[config.mk]
export PLATFORM = sky130hd
export DESIGN_NAME = ftsd_mac
export DESIGN_NICKNAME = d
export VERILOG_FILES = /design/src/rtl/ftsd_pkg.sv /design/src/rtl/ftsd_mac.sv
export SDC_FILE = /design/constraint.sdc
export NUM_CORES = 2
export LEC_CHECK = 0
export BUFFER_PORTS_ARGS = -buffer_cell sky130_fd_sc_hd__clkbuf_2
export CAP_MARGIN = 5
export CORE_ASPECT_RATIO = 1.25
export CORE_MARGIN = 2
export CORE_UTILIZATION = 55
export DETAILED_ROUTE_END_ITERATION = 16
export PLACE_DENSITY = 0.84
export SLEW_MARGIN = 15
export SYNTH_ARGS = -nofsm -noshare
export SYNTH_HDL_FRONTEND = slang
export SYNTH_SLANG_ARGS = --single-unit
[constraint.sdc]
create_clock -name i_clk -period 22.4 [get_ports i_clk]
set_input_delay 2.24 -clock i_clk [delete_from_list [all_inputs] [get_ports i_clk]]
set_output_delay 2.24 -clock i_clk [all_outputs]
set_load 0.01 [all_outputs]
[src/rtl/ftsd_pkg.sv]
// Shared types, constants and power tables for the float to scaled decimal converter
`default_nettype none

package ftsd_pkg;

    // widths of the shared datapath
    localparam int W_WIDE = 128;
    localparam int W_Q    = 26;
    localparam int W_QUO  = 27;
    localparam int W_PROD = 58;

    typedef logic [W_WIDE-1:0] t_wide;
    typedef t_wide t_tab [0:63];

    // control of the shared multiply-accumulate unit
    typedef struct packed {
        logic       clr;
        logic       en;
        logic [1:0] chunk;
    } t_mac_ctl;

    // status of the shift-subtract divider
    typedef struct packed {
        logic busy;
        logic sticky;
    } t_div_sts;

    // float decoding limits
    localparam logic [7:0]  EXP_SPECIAL = 8'd255;
    localparam logic [7:0]  EXP_BIG     = 8'd223;
    localparam logic [30:0] SMALL_LIMIT = 31'((33 << 23) | 8226742);

    // seven digit window and the other fixed numbers
    localparam logic [24:0] DIGITS_LO  = 25'd1000000;
    localparam logic [24:0] DIGITS_HI  = 25'd10000000;
    localparam logic [31:0] RECIP10    = 32'hCCCCCCCD;
    localparam logic [5:0]  SCALE_MAX  = 6'd28;
    localparam logic [5:0]  DROP_MAX   = 6'd8;
    localparam logic [3:0]  MAX_ITER   = 4'd8;
    localparam logic [4:0]  DIV_STEPS  = 5'd27;

    // powers of a base, worked out at elaboration
    function automatic t_tab f_pow_tab(input int base);
        t_tab tab;
        tab[0] = 128'd1;
        for (int i = 1; i < 64; i++) begin
            tab[i] = tab[i-1] * 128'(base);
        end
        return tab;
    endfunction

    localparam t_tab POW10 = f_pow_tab(10);
    localparam t_tab POW5  = f_pow_tab(5);

endpackage

`default_nettype wire

[src/rtl/ftsd_mac.sv]
// Shared 26x32 multiplier with a chunk-shifted 128-bit accumulator
`default_nettype none

module ftsd_mac (
    input  wire logic                i_clk,
    input  wire ftsd_pkg::t_mac_ctl  i_ctl,
    input  wire logic [25:0]         i_a,
    input  wire logic [31:0]         i_b,
    output logic [57:0]              o_prod,
    output logic [127:0]             o_acc
);
    import ftsd_pkg::*;

    logic [W_WIDE-1:0] r_acc;
    logic [W_WIDE-1:0] n_acc;
    logic [W_WIDE-1:0] prod_sh;

    // one partial product per cycle
    assign o_prod  = W_PROD'(i_a) * W_PROD'(i_b);
    assign prod_sh = W_WIDE'(o_prod) << {i_ctl.chunk, 5'd0};

    // accumulate at the selected 32-bit chunk
    always_comb begin
        n_acc = r_acc;
        if (i_ctl.clr) begin
            n_acc = '0;
        end else if (i_ctl.en) begin
            n_acc = r_acc + prod_sh;
        end
    end

    always_ff @(posedge i_clk) begin
        r_acc <= n_acc;
    end

    assign o_acc = r_acc;

endmodule

`default_nettype wire

=== Word-level counts from Yosys, hierarchy flattened ===
Index checks and enable logic that the tools add are counted.

* Register bits: 128
* Input port bits: 63

* $add $sub $neg: 1
* Multiply operators: 1
* Shifts and indexed selects: 1

{| class="wikitable"
|+ Operators by type and width
! kind !! count
|-
| 128-bit adder || 1
|-
| 58-bit by 7-bit left shift with 128-bit output || 1
|-
| 26-bit by 32-bit multiplier with 58-bit output || 1
|}

=== Depth between registers and ports, before layout ===
* Depth after elaboration: 3
* Gate-level depth with buffers: 41
* Mapped depth without buffers: 38

=== Least setup slack after synthesis ===
OpenSTA, ideal clock, no wires.

* Path type: input to register
* Start point: input i_b[17]
* End point: register r_acc[127], in the netlist o_acc[127]
* Library setup time: 0.123 ns
* Setup slack: 10.608 ns
* Cell stages on the path: 40
* Path buffers: 3
* Arrival time: 11.669 ns
* Path through: clkbuf_1 nand2_1 fa_1 inv_1 fa_1 inv_1 fa_1 fa_1 inv_1 fa_1 fa_1 inv_1 fa_1 inv_1 ha_1 buf_2 a21oi_1 o21a_1 [4 not listed] a31oi_2 a311oi_4 nor2_1 a311o_1 a22o_1 ha_1 clkbuf_1 nand4_1 nor2_1 nand4_1 o221ai_1 a211oi_1 a31oi_2 a21oi_2 o221ai_1 or4b_1 o221ai_1 mux2_1

* Word-level cells in the longest chain between the ends: 3

{| class="wikitable"
|+ RTL lines
! what !! line !! source
|-
| start: declaration || ftsd_mac.sv:8 || <nowiki>input wire logic [31:0] i_b,</nowiki>
|-
| 26-bit by 32-bit multiplier with 58-bit output || ftsd_mac.sv:19 || <nowiki>assign o_prod = W_PROD'(i_a) * W_PROD'(i_b);</nowiki>
|-
| net o_prod[57] || ftsd_mac.sv:9 || <nowiki>output logic [57:0] o_prod,</nowiki>
|-
| 58-bit by 7-bit left shift with 128-bit output || ftsd_mac.sv:20 || <nowiki>assign prod_sh = W_WIDE'(o_prod) << {i_ctl.chunk, 5'd0};</nowiki>
|-
| 128-bit adder || ftsd_mac.sv:28 || <nowiki>n_acc = r_acc + prod_sh;</nowiki>
|-
| end signal: assignment || ftsd_mac.sv:33 || <nowiki>r_acc <= n_acc;</nowiki>
|-
| end: declaration || ftsd_mac.sv:14 || <nowiki>logic [W_WIDE-1:0] r_acc;</nowiki>
|}

The timed path passes the listed nets, and every way through them passes these cells.
A chain may end at the register's enable or synchronous reset.

=== Final worst setup path ===
* Start point: input i_a[17]
* End point: register r_acc[127], in the netlist o_acc[127]

* Word-level cells in the longest chain between the ends: 3

{| class="wikitable"
|+ RTL lines
! what !! line !! source
|-
| start: declaration || ftsd_mac.sv:7 || <nowiki>input wire logic [25:0] i_a,</nowiki>
|-
| 26-bit by 32-bit multiplier with 58-bit output || ftsd_mac.sv:19 ||
|-
| 58-bit by 7-bit left shift with 128-bit output || ftsd_mac.sv:20 ||
|-
| 128-bit adder || ftsd_mac.sv:28 ||
|}

No other way between the ends.

==> summary.txt <==
Max-slew headroom -> 0.107
Async SR Flop Fraction -> 0
Distinct cells, synth -> 82
Area Overhead vs Synth -> 5.43%
die width -> 248 µm
most used cell, CP -> fa_1
clock network latency to the later pin of the worst-skew pair -> 460 ps
Setup Skew -> 13.1 ps
# IOs -> 249
Synth Cell Area -> 41000 µm²
Post-CTS Resized -> 0
crit path max fanout -> 32
status -> complete, no violations
Hold Slack -> 485 ps
all-layer global routing usage -> 0.366
Max-Cap Viols -> 0
diode count -> 0
CP max stage delay -> 790 ps
total length of routed wires -> 137 mm
max FFs per register -> 128
Post-Synthesis Net Count -> 6164
Crit. End Element -> register
hold_buf cts -> 0
num rows -> 112
syn_area_per_cell -> 8.11 µm²
postcts setup bufs -> 0
min-delay worst type -> reg -> reg
Synth Instances -> 5058
DRT iter0 DRCs -> 3286
crit path kind -> in -> reg
CTS tree -> done
antenna-violating nets left -> 0
FF/Latch Area -> 2560 µm²
gpl congestion -> 1.06
antenna violations before repair -> 0
Avg WL per Cell -> 22.7 µm
First-pass DRT Iterations -> 8
Worst EP required -> 22740 ps
max-slew violations -> 0
IO buf count -> 248
DR DRC count -> 0
critical path arrival -> 14450 ps
post-route setup TNS -> 0 ps
slowest CP cell -> xnor2_1
flops & latches, synth -> 128
final setup fails -> 0
clock period minus worst slack -> 14110 ps
CTS sink cnt -> 128
Clock Path Buffers -> 2
# H-tree levels -> 4
Net count, final -> 6178
die area -> 76800 µm²
Syn. warnings -> 0
via count -> 36754
worst setup margin -> 8290 ps
detailed-placement wirelength estimate -> 111 mm
clock slew at reported path FFs -> 70 ps
layout cells sized above 1 -> 0.0680
Worst Tran Pin Value -> 1330 ps
part of the Yosys area used for sequential elements -> 0.0624
Fin. Hold Viols -> 0
unrepaired setup endpoints after global routing -> false
Synth Flop Type -> dfxtp_1
grt ovf -> 0
first-pass GRT wire length -> 215 mm
startpoint types -> input pin
TritonCTS Buffers -> 17
Core Footprint -> 74300 µm²
Max Freq -> 70.9 MHz
drt via density -> 6.07
CTS root buffer -> clkbuf_16
largest net degree at the start of global routing -> 59
chip height -> 309 µm
Placement Setup Slack -> 8010 ps
EDFF count, synth -> 0
Layout fillers -> 6651
Tcrit/Tclk final -> 0.630
Multi-input gate area -> 34200 µm²
Starting Density -> 0.552
vias in the first global route -> 38061
[worst max-delay path: cells and delay by family]
family	cells	cell delay [ps]
compound gates	16	4120
simple gates	5	1500
fa+ha+maj	9	4410
buf+inv	6	980
xor+xnor	1	790
mux	1	330
[layout make-up]
type                       instances  area share
timing repair buffer             283      0.0348
tap                              969      0.0280
sequential                       128      0.0592
clock buffer                      19      0.0105
clock inverter                    13     0.00312
multi-input combinational       3795       0.791
inverter                         847      0.0735
[through the flow]
stage	cell area [µm²]	std cells	utilization
3_3_place_gp	42700	6022	0.575
5_1_grt	43300	6054	0.582
3_5_place_dp	42700	6022	0.575
4_1_cts	43300	6054	0.582
6_report	43300	6054	0.582
2_1_floorplan	41000	5058	-
[path summary, 6_finish.rpt]
check	from	endpoint	slack, ps	cells after the start
worst max-delay path	i_a[17]	o_acc[127]	8290	38
worst min-delay path	o_acc[121]	o_acc[121]	490	2
worst max register to register	o_acc[0]	o_acc[118]	17900	14
worst min register to register	o_acc[121]	o_acc[121]	490	2
[cells by family (layout without fill, tap and decap cells)]
kind of cell / count (synthesis) / after routing / share of synthesized area
flip-flops: 128 / 128 / 0.0624
adder cells (fa/ha/maj): 1043 / 1043 / 0.450
multiplexers: 78 / 78 / 0.0191
AO/OA/AOI/OAI: 857 / 857 / 0.133
AND/OR/NAND/NOR: 1656 / 1656 / 0.197
buffers and inverters: 1135 / 1162 / 0.104
XOR/XNOR: 161 / 161 / 0.0344
[cells in the final DEF (no fill, tap or decap), types with 18 or more instances in the layout]
cell type and n:
nor3_1 40, nand3_1 39, o21a_1 24, o21bai_1 47, nand2_1 618, a211oi_1 18, nor2_1 275, ha_1 324
clkbuf_2 246, mux2i_1 74, a21oi_1 264, nor4_1 19, dfxtp_1 128, o21ai_0 176, inv_1 846, and2_1 475
nor2b_1 20, buf_4 36, xor2_1 55, xnor2_1 104, nand4_1 84, a31oi_1 30, a21o_1 123, and3_1 21
fa_1 719
[routing by layer]
layer	vias up	wire, µm	global-route usage
met3	499	15600	0.0903
met1	17981	49800	0.447
met2	2193	63100	0.594
li1	16081	-	-
met4	0	8760	0.197
met5	-	0	0
[cells in the mapped netlist (13+ instances only)]
master	n	share of area
nor2_1	276	0.025
xnor2_1	106	0.023
nor2b_1	20	0.0030
a22o_1	17	0.0036
fa_1	719	0.35
o21ai_0	176	0.021
nor3_1	40	0.0049
nand2_1	618	0.057
nand2b_1	17	0.0026
a21o_1	123	0.023
o221ai_1	14	0.0030
and2_1	475	0.072
nand4_1	84	0.013
dfxtp_1	128	0.062
nand3_1	39	0.0048
o22ai_1	16	0.0024
or3_1	17	0.0026
o21ai_1	15	0.0018
ha_1	324	0.099
a31oi_1	30	0.0046
mux2i_1	74	0.018
o211ai_1	13	0.0024
nor4_1	19	0.0029
o21bai_1	47	0.0086
inv_1	846	0.077
o21a_1	24	0.0044
buf_2	17	0.0021
and3_1	21	0.0032
a211oi_1	18	0.0033
xor2_1	55	0.012
a21oi_1	264	0.032
clkbuf_1	262	0.024
Power is not shown: default switching activity piles up to over one toggle a cycle in this logic, so the estimate is an artifact.
