File: config.mk
export PLATFORM = sky130hd
export DESIGN_NAME = ftsd_div
export DESIGN_NICKNAME = d
export VERILOG_FILES = /design/src/rtl/ftsd_pkg.sv /design/src/rtl/ftsd_div.sv
export SDC_FILE = /design/constraint.sdc
export NUM_CORES = 1
export LEC_CHECK = 0
export BUFFER_PORTS_ARGS = -buffer_cell sky130_fd_sc_hd__buf_2
export CAP_MARGIN = 0
export CORE_ASPECT_RATIO = 0.7
export CORE_MARGIN = 3
export CORE_UTILIZATION = 55
export CTS_BUF_LIST = sky130_fd_sc_hd__clkbuf_4 sky130_fd_sc_hd__clkbuf_8
export CTS_CLUSTER_SIZE = 28
export DETAILED_ROUTE_END_ITERATION = 7
export GPL_TIMING_DRIVEN = 0
export PLACE_DENSITY = 0.84
export SETUP_SLACK_MARGIN = 0.4
export SKIP_LAST_GASP = 1
export SYNTH_ARGS = -nofsm -noshare
export SYNTH_HDL_FRONTEND = slang
export SYNTH_SLANG_ARGS = --single-unit
File: constraint.sdc
create_clock -name i_clk -period 7.45 [get_ports i_clk]
set_input_delay 1.49 -clock i_clk [delete_from_list [all_inputs] [get_ports i_clk]]
set_output_delay 1.49 -clock i_clk [all_outputs]
set_load 0.05 [all_outputs]
File: src/rtl/ftsd_pkg.sv
// Shared types, constants and power tables for the float to scaled decimal converter
`default_nettype none

package ftsd_pkg;

    // widths of the shared datapath
    localparam int W_WIDE = 128;
    localparam int W_Q    = 26;
    localparam int W_QUO  = 27;
    localparam int W_PROD = 58;

    typedef logic [W_WIDE-1:0] t_wide;
    typedef t_wide t_tab [0:63];

    // control of the shared multiply-accumulate unit
    typedef struct packed {
        logic       clr;
        logic       en;
        logic [1:0] chunk;
    } t_mac_ctl;

    // status of the shift-subtract divider
    typedef struct packed {
        logic busy;
        logic sticky;
    } t_div_sts;

    // float decoding limits
    localparam logic [7:0]  EXP_SPECIAL = 8'd255;
    localparam logic [7:0]  EXP_BIG     = 8'd223;
    localparam logic [30:0] SMALL_LIMIT = 31'((33 << 23) | 8226742);

    // seven digit window and the other fixed numbers
    localparam logic [24:0] DIGITS_LO  = 25'd1000000;
    localparam logic [24:0] DIGITS_HI  = 25'd10000000;
    localparam logic [31:0] RECIP10    = 32'hCCCCCCCD;
    localparam logic [5:0]  SCALE_MAX  = 6'd28;
    localparam logic [5:0]  DROP_MAX   = 6'd8;
    localparam logic [3:0]  MAX_ITER   = 4'd8;
    localparam logic [4:0]  DIV_STEPS  = 5'd27;

    // powers of a base, worked out at elaboration
    function automatic t_tab f_pow_tab(input int base);
        t_tab tab;
        tab[0] = 128'd1;
        for (int i = 1; i < 64; i++) begin
            tab[i] = tab[i-1] * 128'(base);
        end
        return tab;
    endfunction

    localparam t_tab POW10 = f_pow_tab(10);
    localparam t_tab POW5  = f_pow_tab(5);

endpackage

`default_nettype wire

File: src/rtl/ftsd_div.sv
// Restoring shift-subtract divider, one quotient bit per cycle
`default_nettype none

module ftsd_div (
    input  wire logic                i_clk,
    input  wire logic                i_rst_n,
    input  wire logic                i_load,
    input  wire logic [127:0]        i_num,
    input  wire logic [127:0]        i_den,
    output ftsd_pkg::t_div_sts       o_sts,
    output logic [26:0]              o_quo
);
    import ftsd_pkg::*;

    logic [W_WIDE-1:0] r_rem, n_rem;
    logic [W_WIDE-1:0] r_den, n_den;
    logic [W_QUO-1:0]  r_quo, n_quo;
    logic [4:0]        r_cnt, n_cnt;
    logic              ge;

    assign ge = (r_rem >= r_den);

    // one compare and subtract a step, divisor walks right
    always_comb begin
        n_rem = r_rem;
        n_den = r_den;
        n_quo = r_quo;
        n_cnt = r_cnt;
        if (i_load) begin
            n_rem = i_num;
            n_den = i_den;
            n_quo = '0;
            n_cnt = DIV_STEPS;
        end else if (r_cnt != 5'd0) begin
            if (ge) begin
                n_rem = r_rem - r_den;
            end
            n_quo = {r_quo[W_QUO-2:0], ge};
            n_den = r_den >> 1;
            n_cnt = r_cnt - 5'd1;
        end
    end

    always_ff @(posedge i_clk) begin
        if (!i_rst_n) begin
            r_cnt <= 5'd0;
        end else begin
            r_cnt <= n_cnt;
        end
    end

    always_ff @(posedge i_clk) begin
        r_rem <= n_rem;
        r_den <= n_den;
        r_quo <= n_quo;
    end

    assign o_sts.busy   = (r_cnt != 5'd0);
    assign o_sts.sticky = (r_rem != '0);
    assign o_quo        = r_quo;

    // step counter never passes its load value
    a_cnt_range: assert property (@(posedge i_clk) disable iff (!i_rst_n)
        r_cnt <= DIV_STEPS)
        else $error("divider step count out of range");

    // a load always starts a full run
    a_load_run: assert property (@(posedge i_clk) disable iff (!i_rst_n)
        i_load |=> (r_cnt == DIV_STEPS))
        else $error("divider load did not start a run");

    // a running step consumes exactly one count
    a_step: assert property (@(posedge i_clk) disable iff (!i_rst_n)
        (!i_load && r_cnt != 5'd0) |=> (r_cnt == $past(r_cnt) - 5'd1))
        else $error("divider step count skipped");

endmodule

`default_nettype wire
# Yosys cells after proc, flatten, opt, wreduce, memory -nomap -nowiden
# Index checks and enable logic that the tools add are counted.
[totals]
romBits = 0
regBits = 288
wordCells = 22
input_bits = 259
ramBits = 0
latch_bits = 0
n_memories = 0
[op_classes]
eq_ne = 0
mux = 7
n_addsub = 2
bitwise = 1
reduce_logical = 6
magnitude_cmp = 1
shifts = 0
n_div = 0
mul = 0
[op_table]
columns = ["operator", "n"]
rows = [
  ["2-to-1 mux 128 bit", 5],
  [">= comparator 128 bit", 1],
  ["nonzero test 128 bit", 1],
  ["subtractor 128 bit", 1],
  ["2-to-1 mux 5 bit", 2],
  ["nonzero test 5 bit", 1],
  ["subtractor 5 x 1 -> 5 bit (second input constant)", 1],
  ["nonzero test 2 bit", 2],
  ["AND reduction 2 bit", 1],
  ["OR reduction 2 bit", 1],
  ["inverter 1 bit", 1],
]

# Logic depth before layout (Yosys ltp)
[depth]
word_depth = 4
depth_mapped = 15

# Least setup slack after synthesis
# OpenSTA, ideal clock, no wires.
[synth_timing]
path_kind = "in2reg"
from = "input i_load"
to = "register r_rem[0], enable pin"
setup_time_ps = 486
path_buffers = 4
stages = 5
arrival_ps = 5223
t_required_ps = 6964
setup_slack_ps = 1741
cell_sequence = "clkbuf_1 -> clkbuf_1 -> buf_1 -> clkbuf_1 -> a21o_1"
[synth_via]
elab_chain_cells = 2
elab_cells_between_ends = 3
[synth_rtl]
columns = ["item", "line", "rtl"]
rows = [
  ["start, declared", "ftsd_div.sv:7", "input wire logic i_load,"],
  ["nonzero test 2 bit (no line)", "-", ""],
  ["AND reduction 2 bit (no line) (*)", "-", ""],
  ["end signal, assigned", "ftsd_div.sv:53", "r_rem <= n_rem;"],
  ["end, declared", "ftsd_div.sv:15", "logic [W_WIDE-1:0] r_rem, n_rem;"],
]
# Mark *: on every way between the ends. The rest lies on a longest branch, timed or not.
# A chain may end at the register's enable or synchronous reset.

# Worst setup path in the final report
[layout_timing]
from = "register r_rem[32]"
to = "register r_rem[85], enable pin"
[layout_via]
elab_chain_cells = 3
[layout_rtl]
columns = ["item", "line", "rtl"]
rows = [
  [">= comparator 128 bit", "ftsd_div.sv:21", "assign ge = (r_rem >= r_den);"],
  ["nonzero test 2 bit (no line)", "-", ""],
  ["AND reduction 2 bit (no line)", "-", ""],
]
# Every way passes these cells.

==> flow_summary.json <==
{
  "cts_resized": 0,
  "ioPinCount": 288,
  "power_density_nw_per_um2": 447,
  "crit_type": "register to register",
  "drc": 0,
  "viasPerCell": 6.19,
  "switchingPower_uw": 5220,
  "crit_chain": "ha_1 -> buf_2 -> nand4_1 -> or3_1 -> and3b_1 -> a21boi_2 -> nor3_2 -> o21ai_1 -> a21oi_1 -> o21ai_0 -> a41oi_1 -> o21ai_1 -> a21o_4 -> buf_16 -> buf_16",
  "skew_ps": 39.9,
  "layout_min_cycle_time_ps": 5350,
  "ant_nets": 0,
  "start_util_pct": 56.0,
  "clock_latency_ps": 620,
  "synth.distinct_cells": 82,
  "ctsLongestPathBuffers": 3,
  "port_buffers": 286,
  "worst_slew_pin_slew_ps": 1500,
  "regToRegStartpoint": "r_rem[32]",
  "p_comb_share_pct": 60.1,
  "clk_pin_slew_ps": 70,
  "core_sq_um": 37300,
  "track_usage_pct": 34.7,
  "ctsRootBufferMaster": "clkbuf_8",
  "sw_frac_of_total_pct": 48.6,
  "required_ps": 7710,
  "slowest_stage": "a21o_4",
  "gp_congestion": 0.971,
  "synthToLayoutAreaGrowth_pct": 15.1,
  "syn_area_per_cell_sq_um": 8.31,
  "ys_ff_latch": 288,
  "drive_above_1_share_pct": 15.2,
  "synth_edf_count": 256,
  "holdWs_ps": 468,
  "dpl.hpwl_mm": 56.6,
  "report.final.slew_viol_count": 0,
  "power_frac_seq_pct": 26.0,
  "h-tree-depth": 2,
  "path_buf_inv": 3,
  "row_count": 59,
  "worstHoldPathType": "register to register",
  "outcome": "finished, violations left",
  "pre_cts_ws_ps": 2000,
  "cts.sinks": 288,
  "setup_viol": 0,
  "p_clk_share_pct": 13.9,
  "rsz0062_at_grt": "false",
  "num_vias": 20894,
  "crit_path_end_kind": "register",
  "critPathMaxFanout": 49,
  "hp-start": "o_quo[12]",
  "cts_tree": "done",
  "async_flop_share_pct": 0,
  "final_net_count": 3242,
  "cp-startpoint": "r_rem[32]",
  "max_freq_ghz": 0.187,
  "fin_total_pwr_uw": 10700,
  "internal-power_uw": 5520,
  "syn_nets": 2904,
  "synth_top_cell_by_area": "edfxtp_1",
  "yosys-top-cells-count": "nand2_1 (435), o21ai_0 (337), edfxtp_1 (256), a21oi_1 (247), inv_1 (185)",
  "setup_ws_ps": 2100,
  "crit_family": "compound AO/OA/AOI/OAI gates",
  "synthFlopType": "edfxtp_1",
  "ir_drop_mv": 0.185,
  "yosysTopAreaCellShare_pct": 36.8,
  "firstDrtPassIters": 6,
  "fp.dieW_um": 239,
  "wl_mm": 71.8,
  "violations": "capacitance limit",
  "dieHeight_um": 169,
  "ys_warn_count": 0,
  "grt_max_degree": 55,
  "start_kind": "register",
  "antenna_found_initial": 9,
  "power.leakage_uw": 0.0101,
  "slew_headroom_pct": 0.127,
  "die-area_sq_um": 40400,
  "postCtsSetupBuffers": 0,
  "ys_seq_area_share_pct": 39.9,
  "worstPathArrival_ps": 5610,
  "max-cap-violations": 1,
  "syn_area_sq_um": 20900,
  "grt_pass1_wl_mm": 110,
  "drtIter0Drc": 2692,
  "netlist_instances": 2514,
  "synthTopCellsByArea": "edfxtp_1 (37%), o21ai_0 (8.1%), nand2_1 (7.8%), ha_1 (7.8%), a21oi_1 (5.9%)",
  "grt_pass1_vias": 19626,
  "wl_per_cell_um": 21.3,
  "synth.most_common_cell": "nand2_1",
  "hold_violations": 0,
  "finalSetupTns_ps": 0,
  "layout_worst_path_cycle_share_pct": 71.8,
  "gr-total-overflow": 0,
  "max_stage_delay_ps": 530,
  "cts_buffers": 46,
  "hold_buffers": 0
}
## per-stage QoR
step | cells | instance area [sq um] | utilization [%]
2_1_floorplan | 2514 | 20900 | -
3_3_place_gp | 3288 | 22900 | 61.5
3_5_place_dp | 3292 | 23000 | 61.8
4_1_cts | 3375 | 24000 | 64.4
5_1_grt | 3377 | 24000 | 64.4
6_report | 3378 | 24000 | 64.4
## cell type report
class / count / area, sq um
timing repair buffer: 290 / 1540
buffer: 148 / 594
clock buffer: 70 / 845
multi-input combinational: 1893 / 11300
antenna: 3 / 7.51
fill: 3291 / 13300
sequential: 288 / 8330
clock inverter: 13 / 124
inverter: 185 / 694
tap: 488 / 611
## state kept, by name, summed over array words and instances, names as in the netlist
name	flops
o_quo	27
r_cnt	5
r_den	128
r_rem	128
## routing by layer
layer | track usage (%) | share of wire, % | up-vias
met5 | 0 | 0.11 | -
met4 | 8.72 | 2.6 | 12
met3 | 7.35 | 11 | 134
met2 | 49.6 | 41 | 1187
met1 | 53.2 | 45 | 9810
li1 | - | - | 9751
## power groups by stage
stage / Combinational [uW] / Sequential, uW / Clock (uW)
2_1_floorplan: 4520 / 2710 / 0
3_3_place_gp: 6070 / 2840 / 0
3_5_place_dp: 6200 / 2810 / 0
4_1_cts: 6240 / 2780 / 1500
5_1_grt: 7050 / 2840 / 1560
6_report: 6450 / 2800 / 1490
## path summary, 6_finish.rpt
| path | end | slack [ps] | cells past startpoint |
|---|---|---|---|
| max | r_rem[85] | 2100 | 15 |
| min | o_quo[12] | 470 | 2 |
| max reg2reg | r_rem[85] | 2100 | 15 |
| min reg2reg | o_quo[12] | 470 | 2 |
## cell families (layout without fill, tap and decap cells)
group | after synthesis | after routing | share of synthesized area (%)
other cells | 0 | 3 | 0
simple gates | 799 | 799 | 17.4
buf+inv | 333 | 706 | 6.17
flops | 288 | 288 | 39.9
mux | 8 | 8 | 0.413
compound gates | 835 | 835 | 23.2
fa+ha+maj | 131 | 131 | 7.89
xor+xnor | 120 | 120 | 5.03
## placed cells by master (no fill, tap or decap), drive strengths merged, types with 52 or more instances in the layout
| cell | synthesis | layout |
|---|---|---|
| xnor2 | 81 | 81 |
| inv | 185 | 188 |
| nor4 | 52 | 52 |
| nand2 | 436 | 436 |
| nor2 | 105 | 105 |
| buf | 32 | 322 |
| o21ai | 367 | 367 |
| clkbuf | 116 | 186 |
| edfxtp | 256 | 256 |
| ha | 130 | 130 |
| a21oi | 249 | 249 |
| nand4 | 91 | 91 |
## worst min-delay path, cell delays in order (launching register included)
cell and delay (ps):
dfxtp_1 320, nand2_1 50, a21oi_1 50
No activity file was read; power rests on OpenSTA's default activity.
